## config.mk

```make
export PLATFORM = sky130hd
export DESIGN_NAME = stun_message_parser_top
export DESIGN_NICKNAME = d
export VERILOG_FILES = /design/src/rtl/smp_pkg.sv /design/src/rtl/smp_parse_core.sv /design/src/rtl/smp_out_fifo.sv /design/src/rtl/stun_message_parser_top.sv
export VERILOG_INCLUDE_DIRS = /design/src /design/src/rtl
export SDC_FILE = /design/constraint.sdc
export NUM_CORES = 2
export LEC_CHECK = 0
export BUFFER_PORTS_ARGS = -buffer_cell sky130_fd_sc_hd__buf_4
export CELL_PAD_IN_SITES_DETAIL_PLACEMENT = 1
export CELL_PAD_IN_SITES_GLOBAL_PLACEMENT = 1
export CORE_MARGIN = 5
export CORE_UTILIZATION = 54
export DETAILED_ROUTE_END_ITERATION = 7
export PLACE_DENSITY = 0.9
export REMOVE_ABC_BUFFERS = 1
export SLEW_MARGIN = 25
export SYNTH_ARGS = -nofsm -noshare
export SYNTH_HDL_FRONTEND = slang
export SYNTH_SLANG_ARGS = --single-unit
```

## constraint.sdc

```tcl
create_clock -name clk -period 12 [get_ports clk]
set_input_delay 0.6 -clock clk [delete_from_list [all_inputs] [get_ports clk]]
set_output_delay 0.6 -clock clk [all_outputs]
set_load 0.02 [all_outputs]
```

## src/rtl/assert_macros.svh

```systemverilog
// Assertion helpers included by the output queue (smp_out_fifo.sv)
`ifndef ASSERT_MACROS_SVH
`define ASSERT_MACROS_SVH

// Check a property at every clock edge outside reset
`define SMP_ASSERT(label, prop, msg) \
  label: assert property (@(posedge clk) disable iff (!rst_n) prop) else $error(msg);

// Check that one condition implies another on the next edge
`define SMP_ASSERT_NEXT(label, pre, post, msg) \
  label: assert property (@(posedge clk) disable iff (!rst_n) (pre) |=> (post)) \
    else $error(msg);

`endif

```

## src/rtl/smp_pkg.sv

```systemverilog
package smp_pkg;

  localparam int USERNAME_CAPACITY = 128;
  localparam int REASON_CAPACITY   = 128;

  localparam int FIFO_DEPTH = 4;
  localparam int FIFO_AW    = $clog2(FIFO_DEPTH);

  localparam logic [7:0]  TOP_BITS_MASK = 8'hC0;
  localparam logic [31:0] MAGIC_COOKIE  = 32'h2112A442;
  localparam logic [4:0]  HDR_BYTES     = 5'd20;
  localparam logic [16:0] POS_MAX       = 17'h1FFFF;

  localparam logic [15:0] AT_XMAP   = 16'h0020;
  localparam logic [15:0] AT_USER   = 16'h0006;
  localparam logic [15:0] AT_INTEG  = 16'h0008;
  localparam logic [15:0] AT_FPRINT = 16'h8028;
  localparam logic [15:0] AT_ERROR  = 16'h0009;

  localparam logic [2:0] PH_HEADER = 3'd0;
  localparam logic [2:0] PH_AHDR   = 3'd1;
  localparam logic [2:0] PH_VALUE  = 3'd2;
  localparam logic [2:0] PH_PAD    = 3'd3;
  localparam logic [2:0] PH_DONE   = 3'd4;

  localparam logic [2:0] KIND_SUMMARY = 3'd0;
  localparam logic [2:0] KIND_TXID    = 3'd1;
  localparam logic [2:0] KIND_USER    = 3'd2;
  localparam logic [2:0] KIND_INTEG   = 3'd3;
  localparam logic [2:0] KIND_REASON  = 3'd4;

  localparam int FLAG_XMAP   = 0;
  localparam int FLAG_USER   = 1;
  localparam int FLAG_INTEG  = 2;
  localparam int FLAG_FPRINT = 3;
  localparam int FLAG_ERROR  = 4;

  typedef struct packed {
    logic [2:0]  record_kind;
    logic [7:0]  content_byte;
    logic [6:0]  content_index;
    logic        message_valid;
    logic [13:0] message_type;
    logic [15:0] mapped_port_raw;
    logic [31:0] mapped_ip_raw;
    logic [4:0]  present_flags;
    logic [9:0]  error_value;
    logic [31:0] fingerprint_value;
    logic [6:0]  username_length;
    logic [6:0]  reason_length;
  } smp_rec_t;

  // Records produced by one byte: an optional content record, then an
  // optional summary
  typedef struct packed {
    logic     first_vld;
    smp_rec_t first;
    logic     second_vld;
    smp_rec_t second;
  } smp_push_t;

endpackage

```

## src/rtl/smp_parse_core.sv

```systemverilog
module smp_parse_core
  import smp_pkg::*;
(
  input  logic       clk,
  input  logic       rst_n,
  input  logic       byte_accept,
  input  logic [7:0] data_byte,
  input  logic       last_byte,
  output smp_push_t  push
);

  localparam logic [6:0] USER_CAP   = 7'(USERNAME_CAPACITY - 1);
  localparam logic [6:0] REASON_CAP = 7'(REASON_CAPACITY - 1);

  logic [16:0] pos_r, pos_nxt;
  logic [2:0]  phase_r, phase_nxt;
  logic        hdr_ok_r, hdr_ok_nxt;
  logic [15:0] plen_r, plen_nxt;
  logic [15:0] type_r, type_nxt;
  logic [15:0] at_type_r, at_type_nxt;
  logic [15:0] at_len_r, at_len_nxt;
  logic [16:0] vpos_r, vpos_nxt;
  logic [63:0] vsh_r, vsh_nxt;
  logic [15:0] port_r, port_nxt;
  logic [31:0] ip_r, ip_nxt;
  logic [31:0] fp_r, fp_nxt;
  logic [9:0]  err_r, err_nxt;
  logic [4:0]  flag_r, flag_nxt;
  logic [6:0]  ucnt_r, ucnt_nxt;
  logic [6:0]  rcnt_r, rcnt_nxt;

  logic [17:0] np;
  logic [18:0] msg_end;
  logic        attr_hdr_over;
  logic [16:0] vp_inc;
  logic [15:0] rlen;
  logic [7:0]  cookie_byte;
  logic [9:0]  cls_scaled;

  assign np            = {1'b0, pos_r} + 18'd1;
  assign msg_end       = 19'(HDR_BYTES) + {3'b000, plen_r};
  // Next attribute header would run past the payload
  assign attr_hdr_over = ({1'b0, np} + 19'd4) > msg_end;
  assign vp_inc        = vpos_r + 17'd1;
  assign cookie_byte   = MAGIC_COOKIE[8 * (3 - int'(pos_r[1:0])) +: 8];

  // Compute next state and the records for this byte
  always_comb begin
    smp_rec_t content;
    smp_rec_t summary;
    logic     content_vld;
    pos_nxt     = pos_r;
    phase_nxt   = phase_r;
    hdr_ok_nxt  = hdr_ok_r;
    plen_nxt    = plen_r;
    type_nxt    = type_r;
    at_type_nxt = at_type_r;
    at_len_nxt  = at_len_r;
    vpos_nxt    = vpos_r;
    vsh_nxt     = vsh_r;
    port_nxt    = port_r;
    ip_nxt      = ip_r;
    fp_nxt      = fp_r;
    err_nxt     = err_r;
    flag_nxt    = flag_r;
    ucnt_nxt    = ucnt_r;
    rcnt_nxt    = rcnt_r;
    content     = '0;
    content_vld = 1'b0;
    summary     = '0;
    rlen        = 16'd0;
    cls_scaled  = 10'd0;

    unique case (phase_r)
      PH_HEADER: begin
        priority if (pos_r == 17'd0) begin
          if ((data_byte & TOP_BITS_MASK) != 8'd0) hdr_ok_nxt = 1'b0;
          type_nxt = {data_byte, 8'd0};
        end else if (pos_r == 17'd1) begin
          type_nxt = {type_r[15:8], data_byte};
        end else if (pos_r == 17'd2) begin
          plen_nxt = {data_byte, 8'd0};
        end else if (pos_r == 17'd3) begin
          plen_nxt = {plen_r[15:8], data_byte};
        end else if (pos_r < 17'd8) begin
          if (cookie_byte != data_byte) hdr_ok_nxt = 1'b0;
        end else begin
          // Stream transaction id bytes
          if (hdr_ok_r) begin
            content_vld           = 1'b1;
            content.record_kind   = KIND_TXID;
            content.content_byte  = data_byte;
            content.content_index = 7'(pos_r - 17'd8);
          end
          if (pos_r >= 17'(HDR_BYTES - 5'd1)) begin
            vpos_nxt = '0;
            if (hdr_ok_r && !attr_hdr_over) phase_nxt = PH_AHDR;
            else phase_nxt = PH_DONE;
          end
        end
      end
      PH_AHDR: begin
        unique case (vpos_r[1:0])
          2'd0: at_type_nxt = {data_byte, 8'd0};
          2'd1: at_type_nxt = {at_type_r[15:8], data_byte};
          2'd2: at_len_nxt  = {data_byte, 8'd0};
          2'd3: at_len_nxt  = {at_len_r[15:8], data_byte};
        endcase
        vpos_nxt = vp_inc;
        if (vp_inc >= 17'd4) begin
          priority if (({1'b0, np} + {3'b000, at_len_nxt}) > msg_end) begin
            phase_nxt = PH_DONE;
          end else if (at_len_nxt == 16'd0) begin
            vpos_nxt  = '0;
            phase_nxt = attr_hdr_over ? PH_DONE : PH_AHDR;
          end else begin
            phase_nxt = PH_VALUE;
            vpos_nxt  = '0;
            vsh_nxt   = '0;
            if (at_type_nxt == AT_USER) begin
              flag_nxt[FLAG_USER] = 1'b1;
              ucnt_nxt = (at_len_nxt < 16'(USER_CAP)) ? at_len_nxt[6:0] : USER_CAP;
            end else if (at_type_nxt == AT_ERROR && at_len_nxt > 16'd4) begin
              rlen     = at_len_nxt - 16'd4;
              rcnt_nxt = (rlen < 16'(REASON_CAP)) ? rlen[6:0] : REASON_CAP;
            end
          end
        end
      end
      PH_VALUE: begin
        if (vpos_r < 17'd8) vsh_nxt = {vsh_r[55:0], data_byte};
        priority if (at_type_r == AT_USER) begin
          if (vpos_r < 17'(USER_CAP)) begin
            content_vld           = 1'b1;
            content.record_kind   = KIND_USER;
            content.content_byte  = data_byte;
            content.content_index = vpos_r[6:0];
          end
        end else if (at_type_r == AT_INTEG) begin
          if (at_len_r == 16'd20) begin
            flag_nxt[FLAG_INTEG]  = 1'b1;
            content_vld           = 1'b1;
            content.record_kind   = KIND_INTEG;
            content.content_byte  = data_byte;
            content.content_index = vpos_r[6:0];
          end
        end else if (at_type_r == AT_FPRINT) begin
          if (at_len_r == 16'd4 && vpos_r == 17'd3) begin
            fp_nxt                 = vsh_nxt[31:0];
            flag_nxt[FLAG_FPRINT]  = 1'b1;
          end
        end else if (at_type_r == AT_ERROR) begin
          if (vpos_r == 17'd3) begin
            cls_scaled           = {7'd0, vsh_nxt[10:8]} * 10'd100;
            err_nxt              = cls_scaled + {2'b00, vsh_nxt[7:0]};
            flag_nxt[FLAG_ERROR] = 1'b1;
          end else if (vpos_r >= 17'd4 && (vpos_r - 17'd4) < 17'(REASON_CAP)) begin
            content_vld           = 1'b1;
            content.record_kind   = KIND_REASON;
            content.content_byte  = data_byte;
            content.content_index = 7'(vpos_r - 17'd4);
          end
        end else if (at_type_r == AT_XMAP) begin
          if (vpos_r == 17'd7 && vsh_nxt[55:48] == 8'd1) begin
            port_nxt            = vsh_nxt[47:32];
            ip_nxt              = vsh_nxt[31:0];
            flag_nxt[FLAG_XMAP] = 1'b1;
          end
        end else begin
        end
        vpos_nxt = vp_inc;
        // End of value: pad to a word, or start the next attribute or finish the message
        if (vp_inc >= {1'b0, at_len_r}) begin
          if (at_len_r[1:0] != 2'd0) begin
            phase_nxt = PH_PAD;
            vpos_nxt  = {15'd0, 2'd0 - at_len_r[1:0]};
          end else begin
            vpos_nxt  = '0;
            phase_nxt = attr_hdr_over ? PH_DONE : PH_AHDR;
          end
        end
      end
      PH_PAD: begin
        if (vpos_r > 17'd0) vpos_nxt = vpos_r - 17'd1;
        if (vpos_nxt == 17'd0) begin
          phase_nxt = attr_hdr_over ? PH_DONE : PH_AHDR;
        end
      end
      default: begin
      end
    endcase

    pos_nxt = (np > {1'b0, POS_MAX}) ? POS_MAX : np[16:0];

    // Build the summary from the updated fields
    summary.record_kind       = KIND_SUMMARY;
    summary.message_valid     = hdr_ok_nxt && (np >= 18'(HDR_BYTES))
                                && ({1'b0, np} >= msg_end);
    summary.message_type      = type_nxt[13:0];
    summary.mapped_port_raw   = port_nxt;
    summary.mapped_ip_raw     = ip_nxt;
    summary.present_flags     = flag_nxt;
    summary.error_value       = err_nxt;
    summary.fingerprint_value = fp_nxt;
    summary.username_length   = ucnt_nxt;
    summary.reason_length     = rcnt_nxt;

    push.first_vld  = byte_accept && (content_vld || last_byte);
    push.first      = content_vld ? content : summary;
    push.second_vld = byte_accept && content_vld && last_byte;
    push.second     = summary;
  end

  // Advance the parse state; clear all fields on reset or after the last byte
  always_ff @(posedge clk) begin
    if (!rst_n || (byte_accept && last_byte)) begin
      pos_r     <= '0;
      phase_r   <= PH_HEADER;
      hdr_ok_r  <= 1'b1;
      plen_r    <= '0;
      type_r    <= '0;
      at_type_r <= '0;
      at_len_r  <= '0;
      vpos_r    <= '0;
      vsh_r     <= '0;
      port_r    <= '0;
      ip_r      <= '0;
      fp_r      <= '0;
      err_r     <= '0;
      flag_r    <= '0;
      ucnt_r    <= '0;
      rcnt_r    <= '0;
    end else if (byte_accept) begin
      pos_r     <= pos_nxt;
      phase_r   <= phase_nxt;
      hdr_ok_r  <= hdr_ok_nxt;
      plen_r    <= plen_nxt;
      type_r    <= type_nxt;
      at_type_r <= at_type_nxt;
      at_len_r  <= at_len_nxt;
      vpos_r    <= vpos_nxt;
      vsh_r     <= vsh_nxt;
      port_r    <= port_nxt;
      ip_r      <= ip_nxt;
      fp_r      <= fp_nxt;
      err_r     <= err_nxt;
      flag_r    <= flag_nxt;
      ucnt_r    <= ucnt_nxt;
      rcnt_r    <= rcnt_nxt;
    end
  end

endmodule

```

## src/rtl/smp_out_fifo.sv

```systemverilog
`include "assert_macros.svh"

module smp_out_fifo
  import smp_pkg::*;
(
  input  logic      clk,
  input  logic      rst_n,
  input  smp_push_t push,
  output logic      room2,
  output logic      out_vld,
  output smp_rec_t  out_rec,
  input  logic      out_rdy
);

  localparam logic [FIFO_AW:0] DEPTH_C = (FIFO_AW + 1)'(FIFO_DEPTH);

  smp_rec_t            mem_r [FIFO_DEPTH];
  logic [FIFO_AW-1:0]  wr_ptr_r, wr_ptr_nxt;
  logic [FIFO_AW-1:0]  rd_ptr_r, rd_ptr_nxt;
  logic [FIFO_AW:0]    count_r, count_nxt;
  logic [1:0]          push_n;
  logic                pop;

  assign room2   = count_r <= (DEPTH_C - (FIFO_AW + 1)'(2));
  assign out_vld = count_r != '0;
  assign out_rec = mem_r[rd_ptr_r];
  assign pop     = out_vld && out_rdy;
  assign push_n  = {1'b0, push.first_vld} + {1'b0, push.second_vld};

  always_comb begin
    wr_ptr_nxt = wr_ptr_r + FIFO_AW'(push_n);
    rd_ptr_nxt = rd_ptr_r + FIFO_AW'(pop);
    count_nxt  = count_r + (FIFO_AW + 1)'(push_n) - (FIFO_AW + 1)'(pop);
  end

  // Write up to two records per cycle
  always_ff @(posedge clk) begin
    if (push.first_vld) mem_r[wr_ptr_r] <= push.first;
    if (push.second_vld) mem_r[wr_ptr_r + FIFO_AW'(1)] <= push.second;
  end

  // Advance pointers and occupancy
  always_ff @(posedge clk) begin
    if (!rst_n) begin
      wr_ptr_r <= '0;
      rd_ptr_r <= '0;
      count_r  <= '0;
    end else begin
      wr_ptr_r <= wr_ptr_nxt;
      rd_ptr_r <= rd_ptr_nxt;
      count_r  <= count_nxt;
    end
  end

  `SMP_ASSERT(a_no_overflow, count_r <= DEPTH_C, "output queue overflow")
  `SMP_ASSERT(a_push_has_room, (push_n != 2'd0) |-> room2, "push without room")
  `SMP_ASSERT_NEXT(a_second_needs_first, push.second_vld, count_r >= (FIFO_AW + 1)'(2), "second record pushed alone")

endmodule

```

## src/rtl/stun_message_parser_top.sv

```systemverilog
// Accepted bytes' records enter a four-entry output queue behind any still waiting.
// Throughput: one byte per cycle while the queue has room; the last byte of a message
// with a content record yields two records, drained one per cycle while out_ready is high.
// The input stalls only when that queue has fewer than two free slots.
// Reset: synchronous, active low; clears the parser to the header phase and empties the queue.
module stun_message_parser_top
  import smp_pkg::*;
(
  input  logic        clk,
  input  logic        rst_n,
  input  logic        in_valid,
  output logic        in_ready,
  input  logic [7:0]  in_data_byte,
  input  logic        in_last_byte,
  output logic        out_valid,
  input  logic        out_ready,
  output logic [2:0]  out_record_kind,
  output logic [7:0]  out_content_byte,
  output logic [6:0]  out_content_index,
  output logic        out_message_valid,
  output logic [13:0] out_message_type,
  output logic [15:0] out_mapped_port_raw,
  output logic [31:0] out_mapped_ip_raw,
  output logic [4:0]  out_present_flags,
  output logic [9:0]  out_error_value,
  output logic [31:0] out_fingerprint_value,
  output logic [6:0]  out_username_length,
  output logic [6:0]  out_reason_length
);

  smp_push_t push;
  smp_rec_t  rec;
  logic      room2;

  assign in_ready = room2;

  smp_parse_core u_core (
    .clk         (clk),
    .rst_n       (rst_n),
    .byte_accept (in_valid && in_ready),
    .data_byte   (in_data_byte),
    .last_byte   (in_last_byte),
    .push        (push)
  );

  smp_out_fifo u_fifo (
    .clk     (clk),
    .rst_n   (rst_n),
    .push    (push),
    .room2   (room2),
    .out_vld (out_valid),
    .out_rec (rec),
    .out_rdy (out_ready)
  );

  assign out_record_kind       = rec.record_kind;
  assign out_content_byte      = rec.content_byte;
  assign out_content_index     = rec.content_index;
  assign out_message_valid     = rec.message_valid;
  assign out_message_type      = rec.message_type;
  assign out_mapped_port_raw   = rec.mapped_port_raw;
  assign out_mapped_ip_raw     = rec.mapped_ip_raw;
  assign out_present_flags     = rec.present_flags;
  assign out_error_value       = rec.error_value;
  assign out_fingerprint_value = rec.fingerprint_value;
  assign out_username_length   = rec.username_length;
  assign out_reason_length     = rec.reason_length;

endmodule
```

==> results.cfg <==
[grt]
grtUsageMet1_pct = 41.0
grtUsageTotal_pct = 33.9
grt_busiest_layer = met2
grt_pass1_wl_mm = 216
antenna_found_initial = 1
grtUsageMet2_pct = 58.6
grt_max_degree = 92
grt_pass1_vias = 35000
overflow = 0
use_met3_pct = 5.77

[synth]
syn_inst = 3801
synth-edff-count = 496
syn_avg_cell_area_um2 = 10.8
yosysMostFrequentCell = nor2_1
ys_ff_latch = 840
synth-xor-area-share_pct = 2.17
yosys-top-cells-count = nor2_1, edfxtp_1, dfxtp_1
synthAdderAreaFrac_pct = 3.85
ys_seq_area_share_pct = 52.8
syn-cell-area_um2 = 41200
yosys_warnings = 0
netlist_top_cells_area = edfxtp_1, dfxtp_1, nor2_1
ys.flop_type = edfxtp_1
synth.top_cell.area_share_pct = 36.1
synth-compound-area-share_pct = 9.66
synthMuxAreaShare_pct = 12.2
synth_cell_type_count = 89
synth-simple-area-share_pct = 15.5
synth_top_family_by_area = simple AND/OR/NAND/NOR gates
ys_async_sr_fraction_pct = 0
yosysTopAreaCell = edfxtp_1

[critical_path]
crit_family = simple AND/OR/NAND/NOR gates
cp-start-kind = flop
path_class = reg -> reg
crit_buf_inv = 2
critPathMaxFanout = 25
regToRegStartpoint = u_core.vpos_r[0]
cp_slowest_cell = nor4b_4
worstPathRequired_ps = 12350
end_kind = flop
max_stage_delay_ps = 830
crit_path_start = u_core.vpos_r[0]
crit_top_cell = nor2_1
worstPathArrival_ps = 8580

[drt]
drc = 0
drt-initial-drc-count = 4001
wirelength_mm = 143
ant_nets = 0
wl_per_cell_um = 29.3
num_vias = 33100
drtPass1Iterations = 6
via_per_inst = 6.77

[clock_network]
htreeDepth = 3
cts_resized = 0
postCtsHoldBufs = 0
path_clk_slew_ps = 60
cts_buffers = 89
post-cts-setup-buffers = 0
clock_latency_ps = 670
cts_tree = done
cts_buffer_depth = 3
cts-root-buf = clkbuf_16
cts.sinks = 840

[timing]
hold-worst-slack_ps = 279
worstMarginPinSlew_ps = 1140
slew_violations = 0
min_period_over_period_pct = 68.6
grt_setup_unrepaired = no
skew_ps = 45.9
tns_ps = 0
maxSlewHeadroom_pct = 24.1
max_clock_freq_mhz = 122
layout_min_cycle_time_ps = 8230
setup_viol = 0
finalHoldViolCount = 0

[pwr]
cellPowerDensity_nw_per_um2 = 214
leakage_nw = 15.9
vdd_drop_max_v = 0.000121

[worst_hold_path]
hp-class = in -> reg
hold_path_startpoint = rst_n

[flow_run]
maxCapViolations = 0

[finish]
fin_cells = 4889
fill_cells = 7799
final_util_pct = 60.7
drive_gt1_share_pct = 14.2
nNetsFinal = 3973
diodes = 0
syn_to_final_growth_pct = 11.8

[place]
io_buffer_count = 156
place_congestion = 0.982
dp.cells = 4719
dp_hpwl_mm = 86.7

[outcome]
status = completed

[die]
die_h_um = 286
dieArea_um2 = 81900
die_x_um = 286
rows = 101
initial_utilization_pct = 54.4
coreArea_um2 = 75800
io_pins = 157
==> kinds of logic (layout without fill, tap and decap cells) <==
family                     count (synthesis)  count (layout)
and+or+nand+nor                         1430            1430
AOI/OAI and AO/OA                        605             605
xor gates and xnor gates                 102             102
buffers and inverters                    375             485
muxes                                    324             324
DFF                                      840             840
adders and majority gates                125             125
==> worst paths after layout <==
path / endpoint / slack, ps / cells after the start
worst min register to register: u_core.plen_r[1] / 460 / 2
worst max register to register: u_fifo.mem_r[0][3] / 3770 / 25
worst min-delay path: u_fifo.count_r[1] / 280 / 2
worst max-delay path: u_fifo.mem_r[0][3] / 3770 / 25
==> layout by cell type (no fill, tap or decap), drive strengths merged, types with 19 or more instances in the layout <==
| master | count |
|---|---|
| nor2 | 906 |
| edfxtp | 496 |
| dfxtp | 344 |
| buf | 210 |
| a21oi | 207 |
| mux2i | 178 |
| mux4 | 142 |
| nand2 | 142 |
| clkbuf | 127 |
| ha | 122 |
| inv | 111 |
| a211oi | 105 |
| o21ai | 80 |
| nand3 | 68 |
| nor3 | 64 |
| xnor2 | 63 |
| a22o | 48 |
| xor2 | 39 |
| nor4 | 39 |
| nand4 | 38 |
| and2 | 31 |
| clkinv | 29 |
| a21o | 23 |
| nand2b | 20 |
| and3 | 19 |
==> stage by stage <==
step	power (mW)	area (um^2)	setup slack, ps
final	9.85	46100	3770
after global routing	10.2	46100	3180
after CTS	9.82	46000	3970
after detailed placement	6.93	43000	4080
after global placement	6.79	43000	4210
after floorplan	5.68	40100	525
==> sequential cells by signal, indices dropped and copies added (netlist names) <==
signal / flops
u_fifo.mem_r: 568
u_core.vsh_r: 56
u_core.fp_r: 32
u_core.ip_r: 32
u_core.pos_r: 17
u_core.vpos_r: 17
u_core.at_len_r: 16
u_core.at_type_r: 16
u_core.plen_r: 16
u_core.port_r: 16
u_core.type_r: 14
u_core.err_r: 10
u_core.rcnt_r: 7
u_core.ucnt_r: 7
u_core.flag_r: 5
u_core.phase_r: 3
u_fifo.count_r: 3
u_fifo.rd_ptr_r: 2
u_fifo.wr_ptr_r: 2
u_core.hdr_ok_r: 1
==> per-layer routing <==
layer | up-vias | routed length (um) | part of all wire, %
li1 | 13800 | - | -
met1 | 16700 | 52000 | 36
met2 | 2027 | 71500 | 50
met3 | 570 | 11500 | 8.0
met4 | 0 | 8210 | 5.7
met5 | - | 0 | 0
==> power breakdown <==
group	internal [mW]	leakage, nW	switching, mW
Clock	1.63	1.48	1.24
Combinational	1.13	7.41	2.05
Sequential	3.56	7.05	0.247
Total	6.31	15.9	3.54
==> cell type report <==
class                      count  area [um^2]  area share (%)
multi-input combinational   2586        18000            39.1
clock buffer                 127         2580            5.61
tap                          978         1220            2.66
clock inverter                40          432           0.937
sequential                   840        21800            47.3
timing repair buffer         210         1620            3.53
inverter                     108          405           0.880
No activity file was read; power rests on OpenSTA's default activity.
